<file path="src/sv/lrfs_pkg.sv">
// ----------------------------------------------------------------------------
// lrfs_pkg
// Shared types, constants and byte helpers for the LCD rectangle fill sequencer.
// ----------------------------------------------------------------------------
package lrfs_pkg;

	localparam int unsigned CoordW    = 8;
	localparam int unsigned ColorW    = 12;
	localparam int unsigned ByteW     = 8;
	localparam int unsigned PhaseW    = 4;
	localparam int unsigned GroupW    = 16;
	localparam int unsigned CfgIdxW   = 2;

	// Configuration register indexes
	localparam logic [CfgIdxW-1:0] REG_COLUMN_SET   = 2'd0;
	localparam logic [CfgIdxW-1:0] REG_PAGE_SET     = 2'd1;
	localparam logic [CfgIdxW-1:0] REG_MEMORY_WRITE = 2'd2;
	localparam logic [CfgIdxW-1:0] REG_NO_OPERATION = 2'd3;

	// Opcode reset values
	localparam logic [ByteW-1:0] COLUMN_SET_RESET   = 8'd42;
	localparam logic [ByteW-1:0] PAGE_SET_RESET     = 8'd43;
	localparam logic [ByteW-1:0] MEMORY_WRITE_RESET = 8'd44;
	localparam logic [ByteW-1:0] NO_OPERATION_RESET = 8'd0;

	// Item op codes
	localparam logic OP_TICK = 1'b0;
	localparam logic OP_FILL = 1'b1;

	// Sequencer phases
	localparam logic [PhaseW-1:0] PH_COL_CMD   = 4'd0;
	localparam logic [PhaseW-1:0] PH_XLOW      = 4'd1;
	localparam logic [PhaseW-1:0] PH_XHIGH     = 4'd2;
	localparam logic [PhaseW-1:0] PH_PAGE_CMD  = 4'd3;
	localparam logic [PhaseW-1:0] PH_YLOW      = 4'd4;
	localparam logic [PhaseW-1:0] PH_YHIGH     = 4'd5;
	localparam logic [PhaseW-1:0] PH_WRITE_CMD = 4'd6;
	localparam logic [PhaseW-1:0] PH_PIXELS    = 4'd7;
	localparam logic [PhaseW-1:0] PH_CLOSE     = 4'd8;

	// Byte position inside a pixel-pair group
	localparam logic [1:0] GRP_BYTE0 = 2'd0;
	localparam logic [1:0] GRP_BYTE1 = 2'd1;

	typedef struct packed {
		logic              op;
		logic [CoordW-1:0] corner_a_x;
		logic [CoordW-1:0] corner_a_y;
		logic [CoordW-1:0] corner_b_x;
		logic [CoordW-1:0] corner_b_y;
		logic [ColorW-1:0] fill_color;
	} in_item_t;

	typedef struct packed {
		logic             is_data;
		logic [ByteW-1:0] word_byte;
		logic             last;
	} out_word_t;

	typedef struct packed {
		logic [ByteW-1:0] column_set_opcode;
		logic [ByteW-1:0] page_set_opcode;
		logic [ByteW-1:0] memory_write_opcode;
		logic [ByteW-1:0] no_operation_opcode;
	} cfg_t;

	// Bytes of a 4:4:4 pixel pair, both pixels the same color
	function automatic logic [ByteW-1:0] pair_byte0(input logic [ColorW-1:0] c);
		return c[11:4];
	endfunction

	function automatic logic [ByteW-1:0] pair_byte1(input logic [ColorW-1:0] c);
		return {c[3:0], c[11:8]};
	endfunction

	function automatic logic [ByteW-1:0] pair_byte2(input logic [ColorW-1:0] c);
		return c[7:0];
	endfunction

endpackage

</file>
<file path="src/sv/lrfs_stream_if.sv">
// ----------------------------------------------------------------------------
// lrfs_stream_if
// Valid/ready channel carrying one payload item per transfer.
// ----------------------------------------------------------------------------
interface lrfs_stream_if #(
	parameter type payload_t = logic
);
	logic     valid;
	logic     ready;
	payload_t payload;

	modport source (output valid, output payload, input ready);
	modport sink   (input valid, input payload, output ready);
endinterface

</file>
<file path="src/sv/lrfs_core.sv">
// ----------------------------------------------------------------------------
// lrfs_core
// Fill sequencer state: latches a rectangle on a fill while idle, emits one word per tick while busy.
// ----------------------------------------------------------------------------
module lrfs_core (
	input  logic                clk,
	input  logic                arst_n,
	input  logic                step_en,
	input  lrfs_pkg::in_item_t  item,
	input  lrfs_pkg::cfg_t      cfg,
	output logic                has_result,
	output lrfs_pkg::out_word_t result
);

	logic                              busy_q;
	logic [lrfs_pkg::PhaseW-1:0]       phase_q;
	logic [lrfs_pkg::GroupW-1:0]       groups_q;
	logic [1:0]                        byte_q;
	logic [lrfs_pkg::CoordW-1:0]       x_low_q, x_high_q, y_low_q, y_high_q;
	logic [lrfs_pkg::ColorW-1:0]       color_q;

	logic [lrfs_pkg::CoordW-1:0]       x_lo, x_hi, y_lo, y_hi;
	logic [lrfs_pkg::CoordW:0]         width, height;
	logic [2*lrfs_pkg::CoordW:0]       area;
	logic [lrfs_pkg::GroupW-1:0]       groups_init;
	logic [lrfs_pkg::GroupW-1:0]       groups_dec;
	logic                              do_fill;
	logic                              do_tick;

	assign do_fill = step_en && (item.op == lrfs_pkg::OP_FILL) && !busy_q;
	assign do_tick = step_en && (item.op == lrfs_pkg::OP_TICK) && busy_q;

	// Sort corners and size the pixel-pair count
	always_comb begin
		x_lo        = (item.corner_a_x <= item.corner_b_x) ? item.corner_a_x : item.corner_b_x;
		x_hi        = (item.corner_a_x <= item.corner_b_x) ? item.corner_b_x : item.corner_a_x;
		y_lo        = (item.corner_a_y <= item.corner_b_y) ? item.corner_a_y : item.corner_b_y;
		y_hi        = (item.corner_a_y <= item.corner_b_y) ? item.corner_b_y : item.corner_a_y;
		width       = {1'b0, x_hi} - {1'b0, x_lo} + 9'd1;
		height      = {1'b0, y_hi} - {1'b0, y_lo} + 9'd1;
		area        = 17'(width) * 17'(height);
		groups_init = area[2*lrfs_pkg::CoordW:1] + 16'd1;
	end

	assign groups_dec = groups_q - 16'd1;
	assign has_result = (item.op == lrfs_pkg::OP_TICK) && busy_q;

	always_comb begin
		result = '0;
		case (phase_q)
			lrfs_pkg::PH_COL_CMD: begin
				result.word_byte = cfg.column_set_opcode;
			end
			lrfs_pkg::PH_XLOW: begin
				result.is_data   = 1'b1;
				result.word_byte = x_low_q;
			end
			lrfs_pkg::PH_XHIGH: begin
				result.is_data   = 1'b1;
				result.word_byte = x_high_q;
			end
			lrfs_pkg::PH_PAGE_CMD: begin
				result.word_byte = cfg.page_set_opcode;
			end
			lrfs_pkg::PH_YLOW: begin
				result.is_data   = 1'b1;
				result.word_byte = y_low_q;
			end
			lrfs_pkg::PH_YHIGH: begin
				result.is_data   = 1'b1;
				result.word_byte = y_high_q;
			end
			lrfs_pkg::PH_WRITE_CMD: begin
				result.word_byte = cfg.memory_write_opcode;
			end
			lrfs_pkg::PH_PIXELS: begin
				result.is_data = 1'b1;
				if (byte_q == lrfs_pkg::GRP_BYTE0) begin
					result.word_byte = lrfs_pkg::pair_byte0(color_q);
				end else if (byte_q == lrfs_pkg::GRP_BYTE1) begin
					result.word_byte = lrfs_pkg::pair_byte1(color_q);
				end else begin
					result.word_byte = lrfs_pkg::pair_byte2(color_q);
				end
			end
			default: begin
				// closing phase; unreachable codes behave the same
				result.word_byte = cfg.no_operation_opcode;
				result.last      = 1'b1;
			end
		endcase
	end

	always_ff @(posedge clk or negedge arst_n) begin
		if (!arst_n) begin
			busy_q   <= 1'b0;
			phase_q  <= lrfs_pkg::PH_COL_CMD;
			groups_q <= '0;
			byte_q   <= lrfs_pkg::GRP_BYTE0;
		end else if (do_fill) begin
			busy_q   <= 1'b1;
			phase_q  <= lrfs_pkg::PH_COL_CMD;
			groups_q <= groups_init;
			byte_q   <= lrfs_pkg::GRP_BYTE0;
		end else if (do_tick) begin
			case (phase_q)
				lrfs_pkg::PH_COL_CMD, lrfs_pkg::PH_XLOW, lrfs_pkg::PH_XHIGH,
				lrfs_pkg::PH_PAGE_CMD, lrfs_pkg::PH_YLOW, lrfs_pkg::PH_YHIGH,
				lrfs_pkg::PH_WRITE_CMD: begin
					phase_q <= phase_q + 4'd1;
				end
				lrfs_pkg::PH_PIXELS: begin
					if (byte_q == lrfs_pkg::GRP_BYTE0 || byte_q == lrfs_pkg::GRP_BYTE1) begin
						byte_q <= byte_q + 2'd1;
					end else begin
						byte_q   <= lrfs_pkg::GRP_BYTE0;
						groups_q <= groups_dec;
						if (groups_dec == '0) begin
							phase_q <= lrfs_pkg::PH_CLOSE;
						end
					end
				end
				default: begin
					busy_q   <= 1'b0;
					phase_q  <= lrfs_pkg::PH_COL_CMD;
					groups_q <= '0;
					byte_q   <= lrfs_pkg::GRP_BYTE0;
				end
			endcase
		end
	end

	always_ff @(posedge clk) begin
		if (do_fill) begin
			x_low_q  <= x_lo;
			x_high_q <= x_hi;
			y_low_q  <= y_lo;
			y_high_q <= y_hi;
			color_q  <= item.fill_color;
		end
	end

`ifndef NO_ASSERTIONS
	a_last_ends_fill: assert property (@(posedge clk) disable iff (!arst_n)
		(do_tick && result.last) |=> !busy_q)
		else $error("sequencer still busy after closing word");

	a_fill_starts_at_col: assert property (@(posedge clk) disable iff (!arst_n)
		do_fill |=> (busy_q && phase_q == lrfs_pkg::PH_COL_CMD))
		else $error("fill did not start the column command");

	a_pixels_have_groups: assert property (@(posedge clk) disable iff (!arst_n)
		(busy_q && phase_q == lrfs_pkg::PH_PIXELS) |-> (groups_q != '0))
		else $error("pixel phase with no groups left");

	a_busy_holds_on_fill: assert property (@(posedge clk) disable iff (!arst_n)
		(step_en && item.op == lrfs_pkg::OP_FILL && busy_q) |=> $stable(phase_q))
		else $error("fill while busy changed the phase");
`endif

endmodule

</file>
<file path="src/sv/lcd_rect_fill_sequencer_unit.sv">
// ----------------------------------------------------------------------------
// lcd_rect_fill_sequencer_unit
// Controller word stream generator for one-color rectangle fills.
// ----------------------------------------------------------------------------
// One item is accepted per clock when results are taken each clock; a result
// passes the input register, then the output register, before it leaves. The
// sequencer core steps once per item. A fill item gives no word; each later
// tick gives one word until the closing no-op marked last. The user must
// write the opcode registers through wr_en, wr_index and wr_data only while
// the unit is idle; the unit itself does not enforce this.
module lcd_rect_fill_sequencer_unit (
	input  logic                          clk,
	input  logic                          arst_n,
	lrfs_stream_if.sink                   cmd,
	lrfs_stream_if.source                 word,
	input  logic                          wr_en,
	input  logic [lrfs_pkg::CfgIdxW-1:0]  wr_index,
	input  logic [lrfs_pkg::ByteW-1:0]    wr_data
);

	lrfs_pkg::cfg_t      cfg_q;
	logic                valid_s1;
	lrfs_pkg::in_item_t  item_s1;
	logic                out_valid_q;
	lrfs_pkg::out_word_t out_word_q;

	logic                has_result;
	lrfs_pkg::out_word_t result;
	logic                advance;

	assign advance   = valid_s1 && (!has_result || !out_valid_q || word.ready);
	assign cmd.ready = !valid_s1 || advance;

	assign word.valid   = out_valid_q;
	assign word.payload = out_word_q;

	always_ff @(posedge clk or negedge arst_n) begin
		if (!arst_n) begin
			cfg_q.column_set_opcode   <= lrfs_pkg::COLUMN_SET_RESET;
			cfg_q.page_set_opcode     <= lrfs_pkg::PAGE_SET_RESET;
			cfg_q.memory_write_opcode <= lrfs_pkg::MEMORY_WRITE_RESET;
			cfg_q.no_operation_opcode <= lrfs_pkg::NO_OPERATION_RESET;
		end else if (wr_en) begin
			case (wr_index)
				lrfs_pkg::REG_COLUMN_SET:   cfg_q.column_set_opcode   <= wr_data;
				lrfs_pkg::REG_PAGE_SET:     cfg_q.page_set_opcode     <= wr_data;
				lrfs_pkg::REG_MEMORY_WRITE: cfg_q.memory_write_opcode <= wr_data;
				lrfs_pkg::REG_NO_OPERATION: cfg_q.no_operation_opcode <= wr_data;
				default: ;
			endcase
		end
	end

	always_ff @(posedge clk or negedge arst_n) begin
		if (!arst_n) begin
			valid_s1    <= 1'b0;
			out_valid_q <= 1'b0;
		end else begin
			if (cmd.valid && cmd.ready) begin
				valid_s1 <= 1'b1;
			end else if (advance) begin
				valid_s1 <= 1'b0;
			end
			if (advance && has_result) begin
				out_valid_q <= 1'b1;
			end else if (word.ready) begin
				out_valid_q <= 1'b0;
			end
		end
	end

	always_ff @(posedge clk) begin
		if (cmd.valid && cmd.ready) begin
			item_s1 <= cmd.payload;
		end
		if (advance && has_result) begin
			out_word_q <= result;
		end
	end

	lrfs_core u_core (
		.clk        (clk),
		.arst_n     (arst_n),
		.step_en    (advance),
		.item       (item_s1),
		.cfg        (cfg_q),
		.has_result (has_result),
		.result     (result)
	);

`ifndef NO_ASSERTIONS
	a_result_registered: assert property (@(posedge clk) disable iff (!arst_n)
		(advance && has_result) |=> out_valid_q)
		else $error("word lost on the way to the output register");

	a_no_overwrite: assert property (@(posedge clk) disable iff (!arst_n)
		(out_valid_q && !word.ready) |-> !(advance && has_result))
		else $error("pending output word overwritten");

	a_stage_drains: assert property (@(posedge clk) disable iff (!arst_n)
		(valid_s1 && !has_result) |-> advance)
		else $error("item without a word stalled in the input register");
`endif

endmodule

</file>
<file path="src/flat_wrapper.sv">
// flat-port wrapper written by rule: the top's interface ports become plain ports
module lcd_rect_fill_sequencer_unit_flat import lrfs_pkg::*;
  (clk, arst_n, wr_en, wr_index, wr_data, cmd_valid, cmd_payload, cmd_ready, word_valid, word_payload, word_ready);
  lrfs_stream_if #(.payload_t(in_item_t)) cmd_i ();
  lrfs_stream_if #(.payload_t(out_word_t)) word_i ();
  input  logic clk;
  input  logic arst_n;
  input  logic wr_en;
  input  logic [lrfs_pkg::CfgIdxW-1:0] wr_index;
  input  logic [lrfs_pkg::ByteW-1:0] wr_data;
  input wire logic [$bits(cmd_i.valid)-1:0] cmd_valid;
  input wire logic [$bits(cmd_i.payload)-1:0] cmd_payload;
  output wire logic [$bits(cmd_i.ready)-1:0] cmd_ready;
  output wire logic [$bits(word_i.valid)-1:0] word_valid;
  output wire logic [$bits(word_i.payload)-1:0] word_payload;
  input wire logic [$bits(word_i.ready)-1:0] word_ready;
  assign cmd_i.valid = cmd_valid;
  assign cmd_i.payload = cmd_payload;
  assign cmd_ready = cmd_i.ready;
  assign word_valid = word_i.valid;
  assign word_payload = word_i.payload;
  assign word_i.ready = word_ready;
  lcd_rect_fill_sequencer_unit u_core (.clk(clk), .arst_n(arst_n), .cmd(cmd_i), .word(word_i), .wr_en(wr_en), .wr_index(wr_index), .wr_data(wr_data));
endmodule
</file>
<file path="config.mk">
export PLATFORM = sky130hd
export DESIGN_NAME = lcd_rect_fill_sequencer_unit_flat
export DESIGN_NICKNAME = d
export VERILOG_FILES = /design/src/sv/lrfs_pkg.sv /design/src/sv/lrfs_stream_if.sv /design/src/sv/lrfs_core.sv /design/src/sv/lcd_rect_fill_sequencer_unit.sv /design/src/flat_wrapper.sv
export SDC_FILE = /design/constraint.sdc
export NUM_CORES = 1
export LEC_CHECK = 0
export ABC_AREA = 1
export BUFFER_PORTS_ARGS = -buffer_cell sky130_fd_sc_hd__buf_2
export CAP_MARGIN = 20
export CELL_PAD_IN_SITES_DETAIL_PLACEMENT = 0
export CELL_PAD_IN_SITES_GLOBAL_PLACEMENT = 2
export CORE_MARGIN = 8
export CORE_UTILIZATION = 40
export CTS_CLUSTER_SIZE = 12
export DETAILED_ROUTE_END_ITERATION = 10
export PLACE_DENSITY_LB_ADDON = 0.12
export SETUP_SLACK_MARGIN = 0.1
export SLEW_MARGIN = 20
export SYNTH_ARGS = -nofsm -noshare
export SYNTH_HDL_FRONTEND = slang
export SYNTH_SLANG_ARGS = --single-unit
</file>
<file path="constraint.sdc">
create_clock -name clk -period 11.4 [get_ports clk]
set_clock_uncertainty 0.05 [all_clocks]
set_input_delay 3.42 -clock clk [delete_from_list [all_inputs] [get_ports clk]]
set_output_delay 3.42 -clock clk [all_outputs]
set_load 0.01 [all_outputs]
</file>
==> results of run 1 <==
==> cell families (layout without fill, tap and decap cells) <==
family / Yosys count / after routing / synth area share
simple gates: 455 / 455 / 0.1826
fa+ha+maj: 125 / 125 / 0.1792
flops: 156 / 156 / 0.4060
compound gates: 198 / 198 / 0.1094
xor+xnor: 32 / 32 / 0.02787
buf+inv: 264 / 351 / 0.09489
==> worst max-delay path: cells and delay by family, from the launching register on <==
| family | cells | cell delay [ps] |
|---|---|---|
| XOR/XNOR | 1 | 600 |
| adder cells (fa/ha/maj) | 7 | 3260 |
| buffers and inverters | 6 | 450 |
| flip-flops | 1 | 420 |
| AND/OR/NAND/NOR | 20 | 2170 |
| AO/OA/AOI/OAI | 8 | 1480 |
==> cell usage in the layout (no fill, tap or decap), drive strengths merged, types with 2 or more instances in the layout <==
| cell type | instances |
|---|---|
| xor2 | 28 |
| o21ai | 104 |
| nand3b | 2 |
| nand2 | 254 |
| ha | 74 |
| a31oi | 2 |
| clkinv | 5 |
| nand3 | 55 |
| a32o | 10 |
| dfrtp | 47 |
| o21bai | 2 |
| a22oi | 6 |
| a21oi | 40 |
| clkbuf | 18 |
| a221oi | 5 |
| buf | 76 |
| o22ai | 13 |
| dfstp | 10 |
| o32a | 3 |
| o2111ai | 3 |
| nor2 | 118 |
| a21o | 3 |
| xnor2 | 4 |
| fa | 51 |
| a2111oi | 3 |
| nand4 | 9 |
| or2 | 5 |
| nor3 | 8 |
| nor4 | 2 |
| inv | 250 |
| edfxtp | 99 |
==> layer usage <==
metal | routed length (µm) | up-vias
met3 | 898 | 18
met4 | 260 | 0
met5 | 0 | -
met2 | 12350 | 151
li1 | - | 4145
met1 | 14260 | 3946
==> path summary, 6_finish.rpt <==
check	startpoint	to	slack, ps
worst max-delay path	u_core.item_s1[30]	u_core.u_core.groups_q[14]	2840
worst min-delay path	u_core.item_s1[3]	u_core.u_core.color_q[3]	380
worst max register to register	u_core.item_s1[30]	u_core.u_core.groups_q[14]	2840
worst min register to register	u_core.item_s1[3]	u_core.u_core.color_q[3]	380
max in group asynchronous	arst_n	u_core.u_core.phase_q[0]	7660
min in group asynchronous	arst_n	u_core.cfg_q[26]	3090
==> through the flow <==
stage                     std cells  cell area, µm²  utilization  worst slack, ps  hold slack (ps)
after floorplan                1230           10870            -             4058            350.3
after global placement         1626           11580       0.4320             3072            373.4
after detailed placement       1626           11580       0.4320             2908            355.6
after CTS                      1658           12180       0.4546             2859            383.2
after global routing           1658           12180       0.4546             1992            393.8
final                          1658           12180       0.4546             2836            379.2
==> Yosys cell counts (3+ instances only) <==
master	n
nand2_1	245
inv_1	228
nor2_1	105
edfxtp_1	99
o21ai_0	88
ha_1	74
fa_1	51
nand3_1	50
dfrtp_1	47
a21oi_1	40
xor2_1	25
clkbuf_1	15
o21ai_1	15
o22ai_1	13
inv_2	11
a32o_1	10
dfstp_2	10
nand4_1	9
nor2_2	8
nand2_2	7
a22oi_2	6
a221oi_1	5
nand3_2	5
nor3_1	5
nor2_4	4
xnor2_1	4
a2111oi_0	3
a21o_1	3
buf_6	3
o2111ai_1	3
o32a_1	3
or2_2	3
xor2_2	3
==> registers in the layout, summed over array words and instances, names as in the netlist <==
name,count
u_core.word.valid,1
u_core.valid_s1,1
u_core.cfg_q,32
u_core.u_core.y_low_q,8
u_core.u_core.y_high_q,8
u_core.u_core.groups_q,16
u_core.word.payload,10
u_core.u_core.x_low_q,8
u_core.u_core.x_high_q,8
u_core.u_core.phase_q,4
u_core.u_core.busy_q,1
u_core.item_s1,45
u_core.u_core.byte_q,2
u_core.u_core.color_q,12
==> final cells by class <==
class,instances,area [µm²]
tap,341,426.7
clock buffer,18,439.2
timing repair buffer,76,392.9
multi-input combinational,810,5430
sequential,156,4412
fill,2687,14620
inverter,243,917.1
clock inverter,14,165.2
==> flow_metrics.tcl, run 1 <==
set metrics [dict create \
    status "finished, final reports clean" \
    worstSkewPairLatency_ps 430 \
    dp_hpwl_mm 21.62 \
    drt-vias-per-instance 4.982 \
    drive_gt1_frac 0.1336 \
    gr-usage-met1 0.2488 \
    nets 1489 \
    slew_viol_final 0 \
    drc 0 \
    path_class "register to register" \
    ys_types 54 \
    start_util 0.4054 \
    synthTopCellsByArea "edfxtp_1 (27%), dfrtp_1 (11%), fa_1 (9.4%)" \
    core_um2 26800 \
    worst-endpoint-required_ps 11660 \
    yosysTopAreaCellShare 0.2736 \
    min_delay_path_depth 0 \
    grt_setup_unrepaired "false" \
    clock_path_buffers 2 \
    cap_violations 0 \
    cts_resized 0 \
    htree_levels 4 \
    post_synth_instance_area_um2 10870 \
    critical_path_peak_fanout 31 \
    synth_area_per_cell_um2 8.834 \
    async_reset_ff_frac 0.3654 \
    ys.flop_type "edfxtp_1" \
    vias 8260 \
    synth_seq_cells 156 \
    start_kind "register" \
    final-setup-viol-count 0 \
    grt_use_total 0.1767 \
    finalCriticalPeriod_ps 8564 \
    drt_pass1_iterations 5 \
    cts_made_buffers 17 \
    port_buffers 71 \
    synth_area_leader_cell "edfxtp_1" \
    yosysWarnings 0 \
    clock.fmax_mhz 116.8 \
    relSlewSlack 0.3250 \
    numClockSinks 156 \
    seq_area_frac_synth 0.4060 \
    areaGrowthSynthToFinish_pct 12.13 \
    wire_per_inst_um 16.75 \
    synth_edf_count 99 \
    drt_iter0_drc 486 \
    rows 60 \
    ios 72 \
    cts_setup_buffers 0 \
    n_antenna_cell 0 \
    gp_congestion 0.8342 \
    grt_antenna_before_repair 0 \
    grt.busiest_layer "met2" \
    overflow 0 \
    die_area_um2 32690 \
    period_share 0.7512 \
    tns_ps 0 \
    critPathMaxStageDelay_ps 600 \
    synth_nets 1415 \
    hold_viol 0 \
    grtUsageMet2 0.2831 \
    met3_usage 0.02628 \
    fp.dieW_um 180.8 \
    die_h_um 180.8 \
    grt_pass1_vias 8510 \
    arrival_ps 8820 \
    worst_pin_slew_ps 1005 \
    min_path_type "register to register" \
    cts-root-buf "clkbuf_16" \
    wirelength_mm 27.77 \
    path_common_cell "nand2_1" \
    grt_start_max_net_pins 59 \
    grt_pass1_wl_mm 46.04 \
    cts_hold_buf 0 \
    crit_path_end_kind "register" \
    cts.reportedPaths.clkPinSlew_ps 70 \
    synthCells 1230 \
    slowest_stage "xor2_1" \
    rr_worst_depth 42 \
    cts_tree "yes" \
    ant_nets 0 \
]
Power of run 1 is left out: the tool's default activity adds up to more than one toggle a clock period on the data nets, which glitch-free logic cannot reach.
==> run 2: changes to the inputs <==
--- a/config.mk
+++ b/config.mk
@@ -11,7 +11,7 @@
 export CELL_PAD_IN_SITES_DETAIL_PLACEMENT = 0
 export CELL_PAD_IN_SITES_GLOBAL_PLACEMENT = 2
 export CORE_MARGIN = 8
-export CORE_UTILIZATION = 40
+export CORE_UTILIZATION = 39
 export CTS_CLUSTER_SIZE = 12
 export DETAILED_ROUTE_END_ITERATION = 10
 export PLACE_DENSITY_LB_ADDON = 0.12
==> constraint.sdc (replaced) <==
create_clock -name clk -period 8.2 [get_ports clk]
set_clock_uncertainty 0.05 [all_clocks]
set_input_delay 2.46 -clock clk [delete_from_list [all_inputs] [get_ports clk]]
set_output_delay 2.46 -clock clk [all_outputs]
set_load 0.01 [all_outputs]
==> flow_metrics.tcl, run 2 (synthesis results as in run 1) <==
set metrics [dict create \
    status "finished, final reports clean" \
    rows 61 \
    drt-vias-per-instance 4.829 \
    vias 8252 \
    clock.fmax_mhz 131.9 \
    grt_use_total 0.1718 \
    grt_pass1_wl_mm 44.77 \
    grt.busiest_layer "met2" \
    ios 72 \
    overflow 0 \
    die_h_um 182.9 \
    fp.dieW_um 182.9 \
    wire_per_inst_um 16.31 \
    htree_levels 4 \
    critPathMaxStageDelay_ps 550 \
    place_ws_ps 391.9 \
    met3_usage 0.03205 \
    grt_antenna_before_repair 0 \
    core_um2 27630 \
    slowest_stage "fa_1" \
    nFillCells 2810 \
    gp_congestion 0.8105 \
    nets 1504 \
    tns_ps 0 \
    grt_start_max_net_pins 59 \
    grt_setup_unrepaired "false" \
    final_cell_mix "nand2_1 (240), inv_1 (227), nor2_1 (103)" \
    crit_path_end_kind "register" \
    r2r_end "u_core.u_core.groups_q[14]" \
    cts_hold_buf 0 \
    dp_hpwl_mm 21.50 \
    finalCriticalPeriod_ps 7584 \
    path_common_cell "nand2_1" \
    grtUsageMet2 0.2700 \
    final-setup-viol-count 0 \
    period_share 0.9248 \
    wirelength_mm 27.88 \
    start_kind "register" \
    start_util 0.3933 \
    cap_violations 0 \
    worst_pin_slew_ps 847.4 \
    port_buffers 71 \
    rr_worst_depth 42 \
    ant_nets 0 \
    n_antenna_cell 0 \
    utilization 0.4499 \
    grt_pass1_vias 8271 \
    die_area_um2 33460 \
    final_area_um2 12430 \
    drc 0 \
    startpoint "u_core.item_s1[31]" \
    place_area_um2 11710 \
    gr-usage-met1 0.2424 \
    final_common_cell "nand2_1" \
    arrival_ps 7900 \
    clock_path_buffers 2 \
    worst-endpoint-required_ps 8520 \
    path_class "register to register" \
    critical_path_peak_fanout 7 \
    areaGrowthSynthToFinish_pct 14.41 \
    numClockSinks 156 \
    hold_viol 0 \
    min_path_type "register to register" \
    slew_viol_final 0 \
    cts_tree "yes" \
    worstSkewPairLatency_ps 440 \
    top_register "u_core.item_s1" \
    drt_iter0_drc 578 \
    cts-root-buf "clkbuf_16" \
    relSlewSlack 0.4330 \
    drive_gt1_frac 0.1480 \
    cts.reportedPaths.clkPinSlew_ps 70 \
    reg.largest.list "u_core.item_s1 (45), u_core.cfg_q (32), u_core.u_core.groups_q (16)" \
    largest_reg_flops 45 \
    crit-reg2reg-launch "u_core.item_s1[31]" \
    cts_made_buffers 17 \
    drt_pass1_iterations 5 \
    crit_path_end "u_core.u_core.groups_q[14]" \
    rrSetupSlack_ps 620 \
    setup_ws_ps 616.5 \
]
## run 2: changes by cell type in the layout (fill, tap and decap cells not counted), sizes merged
cell	previous run	this run
bufinv	1	5
inv	250	245
nand2	254	255
buf	76	90
## run 2: cell type report
type | count | area (µm²) | share of cell area
multi-input combinational | 811 | 5485 | 0.4413
tap | 378 | 473.0 | 0.03805
sequential | 156 | 4412 | 0.3549
clock buffer | 18 | 429.2 | 0.03452
inverter | 243 | 917.1 | 0.07378
clock inverter | 13 | 212.7 | 0.01711
timing repair buffer | 90 | 501.7 | 0.04036
## run 2: metrics by stage
stage	hold WS [ps]	std cells
after floorplan	350.3	1230
after global placement	361.7	1674
after detailed placement	355.1	1674
after CTS	372.0	1705
after global routing	386.7	1709
final	370.1	1709
## run 2: repair_timing
item / CTS / global route
buffers inserted: 0 / 3
setup endpoints to repair: 0 / 8
endpoints found under the hold margin: 0 / 0
resized for setup: 0 / 14
## run 2: metal layers
metal  share of wire  routed length (µm)
met3           0.038                1067
met5               0                   0
met4           0.013                 368
met1            0.50               13980
met2            0.45               12470
## run 2: worst max-delay path, delay by kind of cell (launching register included)
family	cells	cell delay, ps
flip-flops	1	460
AND/OR/NAND/NOR	17	1440
adder cells (fa/ha/maj)	8	3420
buffers and inverters	8	670
XOR/XNOR	2	460
AO/OA/AOI/OAI	7	970
## run 2: worst min-delay path by stage
stage	end	startpoint	cells after the start	slack [ps]
4_1_cts	u_core.u_core.color_q[4]	u_core.item_s1[4]	0	370
3_3_place_gp	u_core.u_core.color_q[7]	u_core.item_s1[7]	0	360
3_5_place_dp	u_core.u_core.color_q[5]	u_core.item_s1[5]	0	360
5_1_grt	u_core.u_core.color_q[5]	u_core.item_s1[5]	0	390
2_1_floorplan	u_core.u_core.color_q[0]	u_core.item_s1[0]	0	350
6_report	u_core.u_core.color_q[4]	u_core.item_s1[4]	0	370
Power of run 2 is left out for the same reason.
